**src/rtl/cdq_pkg.sv**
```systemverilog
// ----------------------------------------------------------------------------
// cdq_pkg
// shared types, action codes and defaults for the circular deque
// ----------------------------------------------------------------------------
package cdq_pkg;

	localparam int WORD_W            = 32;
	localparam int CAP_W             = 5;
	localparam int ACT_W             = 3;
	localparam int DEFAULT_MAX_DEPTH = 16;

	localparam logic [CAP_W-1:0] CAP_RESET = 5'd16;

	// action codes
	localparam logic [ACT_W-1:0] ACT_PUSH_FRONT = 3'd0;
	localparam logic [ACT_W-1:0] ACT_PUSH_REAR  = 3'd1;
	localparam logic [ACT_W-1:0] ACT_POP_FRONT  = 3'd2;
	localparam logic [ACT_W-1:0] ACT_POP_REAR   = 3'd3;
	localparam logic [ACT_W-1:0] ACT_QUERY      = 3'd4;

	localparam logic signed [WORD_W-1:0] EMPTY_WORD = '1;

	typedef struct packed {
		logic [ACT_W-1:0]         action;
		logic signed [WORD_W-1:0] push_value;
	} cmd_t;

	typedef struct packed {
		logic                     accepted;
		logic signed [WORD_W-1:0] front_value;
		logic signed [WORD_W-1:0] rear_value;
		logic                     is_empty;
		logic                     is_full;
	} rsp_t;

	// status of the last operation, from pointer logic to the sequencer
	typedef struct packed {
		logic ok;
		logic empty;
		logic full;
	} ptr_stat_t;

endpackage

```
**src/rtl/cdq_ram.sv**
```systemverilog
// ----------------------------------------------------------------------------
// cdq_ram
// simple dual-port ram, one write port, one registered read port
// ----------------------------------------------------------------------------
module cdq_ram #(
	parameter int WIDTH = 32,
	parameter int DEPTH = 16
) (
	input  logic                     clk,
	input  logic                     we,
	input  logic [$clog2(DEPTH)-1:0] waddr,
	input  logic [WIDTH-1:0]         wdata,
	input  logic [$clog2(DEPTH)-1:0] raddr,
	output logic [WIDTH-1:0]         rdata
);

	logic [WIDTH-1:0] mem_q [DEPTH];

	always_ff @(posedge clk) begin
		if (we) begin
			mem_q[waddr] <= wdata;
		end
		rdata <= mem_q[raddr];
	end

endmodule

```
**src/rtl/cdq_ptr.sv**
```systemverilog
// ----------------------------------------------------------------------------
// cdq_ptr
// head, tail and count registers with the refuse logic of each action
// ----------------------------------------------------------------------------
module cdq_ptr
	import cdq_pkg::*;
#(
	parameter int MAX_DEPTH = DEFAULT_MAX_DEPTH
) (
	input  logic                         clk,
	input  logic                         arst_n,
	input  logic                         take,
	input  logic [ACT_W-1:0]             action,
	input  logic [CAP_W-1:0]             capacity,
	output logic                         wr_en,
	output logic [$clog2(MAX_DEPTH)-1:0] wr_addr,
	output logic [$clog2(MAX_DEPTH)-1:0] head_addr,
	output logic [$clog2(MAX_DEPTH)-1:0] rear_addr,
	output ptr_stat_t                    stat
);

	localparam int AW   = $clog2(MAX_DEPTH);
	localparam int CW   = $clog2(MAX_DEPTH + 1);
	localparam int CMPW = (CW > CAP_W) ? CW : CAP_W;

	localparam logic [AW-1:0]   LAST_SLOT = AW'(MAX_DEPTH - 1);
	localparam logic [CMPW-1:0] DEPTH_CMP = CMPW'(MAX_DEPTH);

	logic [AW-1:0] head_q, tail_q;
	logic [CW-1:0] count_q;
	ptr_stat_t     stat_q;

	logic [AW-1:0]   head_prev, head_next, tail_prev, tail_next;
	logic [CMPW-1:0] cap_cmp, eff_cap, count_cmp, new_count_cmp;
	logic [CW-1:0]   new_count;
	logic [AW-1:0]   new_head, new_tail;
	logic            cur_full, cur_empty, ok;

	assign head_prev = (head_q == '0) ? LAST_SLOT : head_q - 1'b1;
	assign head_next = (head_q == LAST_SLOT) ? '0 : head_q + 1'b1;
	assign tail_prev = (tail_q == '0) ? LAST_SLOT : tail_q - 1'b1;
	assign tail_next = (tail_q == LAST_SLOT) ? '0 : tail_q + 1'b1;

	// capacity above the ring size is clamped
	assign cap_cmp   = CMPW'(capacity);
	assign eff_cap   = (cap_cmp > DEPTH_CMP) ? DEPTH_CMP : cap_cmp;
	assign count_cmp = CMPW'(count_q);
	assign cur_full  = (count_cmp >= eff_cap);
	assign cur_empty = (count_q == '0);

	always_comb begin
		ok        = 1'b1;
		new_head  = head_q;
		new_tail  = tail_q;
		new_count = count_q;
		case (action)
			ACT_PUSH_FRONT: begin
				if (cur_full) begin
					ok = 1'b0;
				end else begin
					new_head  = head_prev;
					new_count = count_q + 1'b1;
				end
			end
			ACT_PUSH_REAR: begin
				if (cur_full) begin
					ok = 1'b0;
				end else begin
					new_tail  = tail_next;
					new_count = count_q + 1'b1;
				end
			end
			ACT_POP_FRONT: begin
				if (cur_empty) begin
					ok = 1'b0;
				end else begin
					new_head  = head_next;
					new_count = count_q - 1'b1;
				end
			end
			ACT_POP_REAR: begin
				if (cur_empty) begin
					ok = 1'b0;
				end else begin
					new_tail  = tail_prev;
					new_count = count_q - 1'b1;
				end
			end
			default: begin
				// query and unknown codes leave the state alone
				ok = 1'b1;
			end
		endcase
	end

	assign new_count_cmp = CMPW'(new_count);

	assign wr_en   = take && !cur_full &&
		((action == ACT_PUSH_FRONT) || (action == ACT_PUSH_REAR));
	assign wr_addr = (action == ACT_PUSH_FRONT) ? head_prev : tail_q;

	always_ff @(posedge clk or negedge arst_n) begin
		if (!arst_n) begin
			head_q  <= '0;
			tail_q  <= '0;
			count_q <= '0;
			stat_q  <= '0;
		end else if (take) begin
			head_q       <= new_head;
			tail_q       <= new_tail;
			count_q      <= new_count;
			stat_q.ok    <= ok;
			stat_q.empty <= (new_count == '0);
			stat_q.full  <= (new_count_cmp >= eff_cap);
		end
	end

	assign head_addr = head_q;
	assign rear_addr = tail_prev;
	assign stat      = stat_q;

endmodule

```
**src/rtl/circular_deque_unit.sv**
```systemverilog
// ----------------------------------------------------------------------------
// circular_deque_unit
// bounded double-ended queue of signed words held in a ring memory
// result strobe follows the start transfer through states ST_RDF, ST_RDR and ST_RESP
// a new operation is held off (busy) while two reads of one ram port run
// (front entry, then rear entry) after the pointer update; one is taken again in the result state
// reset: empty deque, capacity 16; ram contents are not cleared
// the receiver cannot stall: a result is shown for exactly one cycle
// ----------------------------------------------------------------------------
module circular_deque_unit
	import cdq_pkg::*;
#(
	parameter int MAX_DEPTH = DEFAULT_MAX_DEPTH
) (
	input  logic             clk,
	input  logic             arst_n,
	input  logic             start,
	output logic             busy,
	input  cmd_t             cmd,
	input  logic             cfg_we,
	input  logic [CAP_W-1:0] cfg_wdata,
	output logic             done,
	output rsp_t             result
);

	localparam int AW = $clog2(MAX_DEPTH);

	// sequencer states, one-hot
	typedef enum logic [3:0] {
		ST_IDLE = 4'b0001,
		ST_RDF  = 4'b0010,
		ST_RDR  = 4'b0100,
		ST_RESP = 4'b1000
	} state_t;

	state_t state_q, state_d;

	logic [CAP_W-1:0]  cap_q;
	logic              take;
	logic              wr_en;
	logic [AW-1:0]     wr_addr, head_addr, rear_addr, rd_addr;
	logic [WORD_W-1:0] rd_data;
	logic [WORD_W-1:0] front_q;
	ptr_stat_t         stat;

	// capacity register, to be written only while idle; the block itself does not enforce this
	always_ff @(posedge clk or negedge arst_n) begin
		if (!arst_n) begin
			cap_q <= CAP_RESET;
		end else if (cfg_we) begin
			cap_q <= cfg_wdata;
		end
	end

	// a new command may be taken in the result cycle: the result is built
	// from registers that are sampled at that same edge
	assign busy = (state_q == ST_RDF) || (state_q == ST_RDR);
	assign take = start && !busy;

	// pointer update and push write both happen at the start transfer
	cdq_ptr #(
		.MAX_DEPTH (MAX_DEPTH)
	) u_ptr (
		.clk       (clk),
		.arst_n    (arst_n),
		.take      (take),
		.action    (cmd.action),
		.capacity  (cap_q),
		.wr_en     (wr_en),
		.wr_addr   (wr_addr),
		.head_addr (head_addr),
		.rear_addr (rear_addr),
		.stat      (stat)
	);

	// reads begin in ST_RDF, after the write has landed in the ram, so no forwarding is needed
	assign rd_addr = (state_q == ST_RDF) ? head_addr : rear_addr;

	cdq_ram #(
		.WIDTH (WORD_W),
		.DEPTH (MAX_DEPTH)
	) u_ram (
		.clk   (clk),
		.we    (wr_en),
		.waddr (wr_addr),
		.wdata (cmd.push_value),
		.raddr (rd_addr),
		.rdata (rd_data)
	);

	always_comb begin
		state_d = state_q;
		case (state_q)
			ST_IDLE: begin
				if (take) begin
					state_d = ST_RDF;
				end
			end
			ST_RDF: begin
				state_d = ST_RDR;
			end
			ST_RDR: begin
				state_d = ST_RESP;
			end
			ST_RESP: begin
				state_d = take ? ST_RDF : ST_IDLE;
			end
			default: begin
				state_d = ST_IDLE;
			end
		endcase
	end

	always_ff @(posedge clk or negedge arst_n) begin
		if (!arst_n) begin
			state_q <= ST_IDLE;
		end else begin
			state_q <= state_d;
		end
	end

	// front entry arrives while the rear read is issued
	always_ff @(posedge clk) begin
		if (state_q == ST_RDR) begin
			front_q <= rd_data;
		end
	end

	// result cycle: rear entry straight from the ram output register
	assign done               = (state_q == ST_RESP);
	assign result.accepted    = stat.ok;
	assign result.front_value = stat.empty ? EMPTY_WORD : front_q;
	assign result.rear_value  = stat.empty ? EMPTY_WORD : rd_data;
	assign result.is_empty    = stat.empty;
	assign result.is_full     = stat.full;

`ifndef ASSERT_OFF
	a_take_starts_read : assert property (@(posedge clk) disable iff (!arst_n)
		take |=> (state_q == ST_RDF))
		else $error("start transfer did not begin the front read");

	a_done_after_reads : assert property (@(posedge clk) disable iff (!arst_n)
		done |-> ($past(busy, 1) && $past(busy, 2)))
		else $error("result strobe without both ram reads");

	a_empty_masks : assert property (@(posedge clk) disable iff (!arst_n)
		(done && result.is_empty) |->
			((result.front_value == EMPTY_WORD) && (result.rear_value == EMPTY_WORD)))
		else $error("empty deque shows stored words");

	a_busy_no_strobe : assert property (@(posedge clk) disable iff (!arst_n)
		busy |-> !done)
		else $error("result strobe while reads are in flight");
`endif

endmodule

```
**config.mk**
```make
export PLATFORM = sky130hd
export DESIGN_NAME = circular_deque_unit
export DESIGN_NICKNAME = d
export VERILOG_FILES = /design/src/rtl/cdq_pkg.sv /design/src/rtl/cdq_ram.sv /design/src/rtl/cdq_ptr.sv /design/src/rtl/circular_deque_unit.sv
export SDC_FILE = /design/constraint.sdc
export NUM_CORES = 1
export LEC_CHECK = 0
export BUFFER_PORTS_ARGS = -buffer_cell sky130_fd_sc_hd__buf_2
export CAP_MARGIN = 20
export CELL_PAD_IN_SITES_DETAIL_PLACEMENT = 1
export CELL_PAD_IN_SITES_GLOBAL_PLACEMENT = 1
export CORE_MARGIN = 4
export CORE_UTILIZATION = 40
export CTS_BUF_LIST = sky130_fd_sc_hd__clkbuf_16
export DETAILED_ROUTE_END_ITERATION = 10
export PLACE_DENSITY_LB_ADDON = 0.1
export SLEW_MARGIN = 15
export SYNTH_ARGS = -nofsm -noshare
export SYNTH_HDL_FRONTEND = slang
export SYNTH_SLANG_ARGS = --single-unit
```
**constraint.sdc**
```tcl
create_clock -name clk -period 5.8 [get_ports clk]
set_input_delay 0.58 -clock clk [delete_from_list [all_inputs] [get_ports clk]]
set_output_delay 0.58 -clock clk [all_outputs]
set_load 0.005 [all_outputs]
```
Word-level counts from Yosys, hierarchy flattened
Memories as Yosys holds them, arrays and structs flattened. A register that Yosys moved wholly into a read port is not among the register bits.
Index checks and enable logic that the tools add are counted.
- output and inout port bits: 69
- memories: 1
- bits in writable memories: 512
- register bits after elaboration: 57
- input port bits: 44
- memory list (name ; depth ; bits a word ; read ports ; clocked after memory_dff ; write ports ; line ; source):
    u_ram.mem_q ; 16 ; 32 ; 1 ; 1 ; 1 ; cdq_ram.sv:17 ; logic [WIDTH-1:0] mem_q [DEPTH];
- order comparisons: 3
- reduce and logical (&&, ||, !) cells: 18
- equality and inequality tests: 14
- add/subtract/negate cells: 6
- multiplexer cells: 26
- operator list (cell ; number):
    $mux W32 ; 2
    $mux W4 ; 11
    $pmux W4 S2 ; 2
    $pmux W4 S4 ; 1
    $mux W5 ; 3
    $eq A4 B4 Y1 const B ; 3
    $ge A5 B5 Y1 ; 2
    $logic_not A5 Y1 ; 2
    $ne A2 B2 Y1 const B ; 5
    $pmux W5 S2 ; 1
    $add A4 B1 Y4 const B ; 2
    $logic_not A4 Y1 ; 2
    $reduce_and A4 Y1 ; 2
    $sub A4 B1 Y4 const B ; 2
    $eq A3 B2 Y1 const B ; 2
    $add A5 B1 Y5 const B ; 1
    $gt A5 B5 Y1 const B ; 1
    $sub A5 B1 Y5 const B ; 1
    $eq A4 B1 Y1 const B ; 1
    $eq A4 B2 Y1 const B ; 1
    $eq A4 B3 Y1 const B ; 1
    $mux W1 ; 4
    $reduce_bool A2 Y1 ; 2
    $reduce_or A2 Y1 ; 2
    7 further kinds ; 11

Longest topological paths before layout
- depth in word-level cells: 8
- gate-level depth with buffers: 13
- mapped depth without buffers: 13

Hierarchy
Synthesis repeated with hierarchy kept, for this count alone.
- cell total of the unflattened synthesis: 1170
- area, all modules: 23286.1 um^2
- modules (own cells, without submodules) (module ; instances ; area each (um^2) ; cells each):
    cdq_ram ; 1 ; 19854.0 ; 838
    circular_deque_unit ; 1 ; 1856.8 ; 139
    cdq_ptr ; 1 ; 1575.3 ; 193

Worst setup path after synthesis
Ideal clock, no wire load.
- path kind: reg2reg
- start: register state_q[1]
- end: register front_q[0], enable pin
- slack: 1.465 ns
- cell stages (with the launch flop): 2
- clock period less this slack: 4.335 ns
- arrival time: 3.823 ns
- cell sequence: dfrtp_1 nor4b_1
- cells in the longest elaborated chain, start to end: 1
- ends and longest elaborated chain (item ; line ; source):
    start: declaration ; circular_deque_unit.sv:36 ; state_t state_q, state_d;
    start signal: assignment ; circular_deque_unit.sv:118 ; state_q <= state_d;
    $eq A4 B3 Y1 ; circular_deque_unit.sv:124 ; if (state_q == ST_RDR) begin
    end signal: assignment ; circular_deque_unit.sv:125 ; front_q <= rd_data;
    end: declaration ; circular_deque_unit.sv:43 ; logic [WORD_W-1:0] front_q;
Every way passes these cells.
A chain may end at the register's enable or synchronous reset.

Worst setup path in the final report
- start: register state_q[2]
- end: register u_ram.rdata[18], read port of u_ram.mem_q
- cells in the longest elaborated chain, start to end: 2
- ends and longest elaborated chain (item ; line ; source):
    $eq A4 B2 Y1 ; circular_deque_unit.sv:77 ; assign rd_addr = (state_q == ST_RDF) ? head_addr : rear_addr;
    $mux W4 ; circular_deque_unit.sv:77 ;
    end: declaration ; cdq_ram.sv:14 ; output logic [WIDTH-1:0] rdata
Every way passes these cells.

==> metrics <==
Reg2Reg Depth=8; vias in the first global route=14400; Multi-input gate area=6950 sq um; clk_skew=0.0251 ns; Hold Path Origin=cfg_wdata[2]; antenna violations before repair=4; IO Port Bufs=112; Max Buffers Root-to-Sink=3; R2R setup slack=1.86 ns; Routed WL per cell=24.4 microns; PD cells=563 nW/um^2; row count=91; total power=16.2 mW; Die W=257 microns; result of the run=finished, final reports clean; Yosys top cell by area=edfxtp_1; non-filler cells, final=2516; Min-Delay Path Class=input pin to register; adder-cell area share of the yosys netlist=0.00856; CTS root buffer=clkbuf_16; Num CTS Buffers=67; GRT Total Usage=0.186; Via density=5.31; Final nets=1687; final period demand of the worst path=3.94 ns; CP startpoint kind=register; Hold Path Depth=2; clk slew on worst S/H paths=0.05 ns; Period Utilization, post-route=0.679; simple logic cell fraction of the synthesized area=0.0560; synthesized cell area=24900 sq um; Crit Path Category=register to register; worst path arrival time=4.43 ns; final setup violation count=0; Reg-to-Reg End=u_ram.rdata[18]; cell count after synthesis=1492; xor-xnor portion of the synthesized cell area=0.00247; share of cells above drive strength 1=0.273; most common flop cell mapped by yosys=edfxtp_1; Slew Limit Fails=0; ys async rst share=0.0416; Synth cell types=66; RSZ-0062 raised after global routing=false; core area=61600 sq um; initial DRC count=733; Final ANT Viol Nets=0; Seq/Total Area, Yosys=0.708; drt drc=0; Final Hold Fails=0; Fmax=0.254 GHz; pin count of the biggest net entering global routing=122; Initial Utilization=0.403; Critical Path Fanout Max=20; Critical Path Sink Type=register; Synth top cells by count=edfxtp_1, mux2i_1, nand2_1; post-synth top area share=0.657; pre-CTS setup slack=1.72 ns; latest clock arrival within the worst-skew pair=0.61 ns; Synth warnings=0; synth-to-layout area growth=15.5%; PostCTS Resize Cnt=0; number of max-cap violations=0; final WL=61500 microns; TritonRoute pass-1 iters=4; Synth Area in Compound Gates=0.0690; DP HPWL=36100 microns; Post-Route Setup TNS=0 ns; leakage=10.3 nW; Post-synth EDFFs=544; Inst Count DP=2392; Filler cells=5904; first-pass GRT wire length=93000 microns; source of the worst register-to-register timing path=state_q[2]; RD Place Congestion=0.760; clk sinks=601; VDD IR-drop max=0.751 mV; Die Y=257 microns; grt total ovfl=0; H-Tree Depth=3; Rel. slew slack=0.346; synthesized area per cell=16.7 sq um; measured slew at the worst slew-check pin=0.981 ns; die area=66200 sq um; sequential cell area=17600 sq um; Area contributors post-synth=edfxtp_1, mux2i_1, dfxtp_1, dfrtp_1, mux2_2; most common cell in the netlist=edfxtp_1; critical path required time=6.29 ns; worst setup margin=1.86 ns; via total after detailed routing=13400; Hold Path Sink=cap_q[2]; #FFs+latches synth=601; IO Pins=113; main combinational cell family by area after synthesis=multiplexers; mux cell area share after synthesis=0.136; CTS tree=built; Post-Syn Nets=1553
==> layout make-up <==
| class | count | share of cell area |
|---|---|---|
| antenna | 1 | 0.0000871 |
| clock buffer | 69 | 0.0601 |
| clock inverter | 52 | 0.0129 |
| inverter | 14 | 0.00183 |
| multi-input combinational | 791 | 0.242 |
| sequential | 601 | 0.613 |
| tap | 837 | 0.0365 |
| timing repair buffer | 151 | 0.0333 |
==> cell families (layout without fill, tap and decap cells) <==
logic type,after synthesis,in the layout
other,0,1
adder cells (fa/ha/maj),17,17
buffers and inverters,100,286
multiplexers,332,332
AND/OR/NAND/NOR,261,261
XOR/XNOR,7,7
AO/OA/AOI/OAI,174,174
flip-flops,601,601
==> cell usage in the layout (no fill, tap or decap), drive strengths merged, types with 5 or more instances in the layout <==
| cell | instances |
|---|---|
| or2 | 65 |
| ha | 17 |
| a211oi | 33 |
| o221ai | 32 |
| buf | 150 |
| clkinv | 31 |
| dfxtp | 32 |
| inv | 30 |
| edfxtp | 544 |
| dfrtp | 23 |
| nand2 | 94 |
| nor2 | 31 |
| clkbuf | 69 |
| nor3b | 33 |
| nor4b | 5 |
| nand2b | 8 |
| a311o | 32 |
| o31ai | 5 |
| xnor2 | 6 |
| o21ai | 21 |
| mux2 | 39 |
| mux2i | 293 |
| a21oi | 15 |
==> registers in the layout, summed over array words and instances, names as in the netlist <==
register and flops:
u_ptr.tail_q 4, front_q 32, state_q 4, u_ram.mem_q 512, u_ram.rdata 32, cap_q 5, u_ptr.head_addr 4, u_ptr.count_cmp 5
u_ptr.stat 3
==> metrics by stage <==
stage          hold slack (ns)   util  cell area (sq um)
2_1_floorplan            0.284      -              24900
3_3_place_gp             0.405  0.431              26500
3_5_place_dp             0.410  0.432              26600
4_1_cts                  0.190  0.466              28700
5_1_grt                  0.207  0.466              28700
6_report                 0.229  0.466              28700
==> layer usage <==
layer  GRT usage  part of all wire  vias to the layer above
met5           0           0.00033                        -
met4      0.0456             0.019                        2
met3      0.0320             0.036                       80
met2       0.299              0.47                      231
met1       0.266              0.48                     6971
li1            -                 -                     6086
==> what timing repair did <==
| action | CTS | global route |
|---|---|---|
| hold endpoints to repair | 23 | 0 |
| buffers inserted | 0 | 0 |
| hold buffers | 1 | 0 |
==> critical path: stages, from the launching register on <==
cell and delay [ns]:
dfrtp_1 0.42, or4b_1 0.82, and3_2 0.54, buf_4 0.32
nor2_4 0.62, buf_4 0.49, nand2_1 0.11, a311o_2 0.40
o221ai_2 0.09
==> power breakdown <==
part | leakage, nW | switching (mW) | internal [mW]
clock network | 1.08 | 1.71 | 2.34
registers | 5.46 | 0.263 | 5.05
logic | 3.74 | 3.90 | 2.91
total | 10.3 | 5.87 | 10.3
==> how the worst max path moves through the flow <==
stage / startpoint / slack (ns) / to / cells past startpoint
finish: state_q[2] / 1.86 / u_ram.rdata[18] / 8
global route: cap_q[4] / 1.67 / u_ram.mem_q[13][28] / 8
CTS: state_q[2] / 1.82 / u_ram.rdata[18] / 8
detailed placement: cmd[33] / 1.72 / u_ram.mem_q[13][23] / 7
global placement: cmd[33] / 1.75 / u_ram.mem_q[14][13] / 8
floorplan: state_q[1] / 1.46 / front_q[0] / 1
Note: power is estimated with default switching activity, not from simulation.
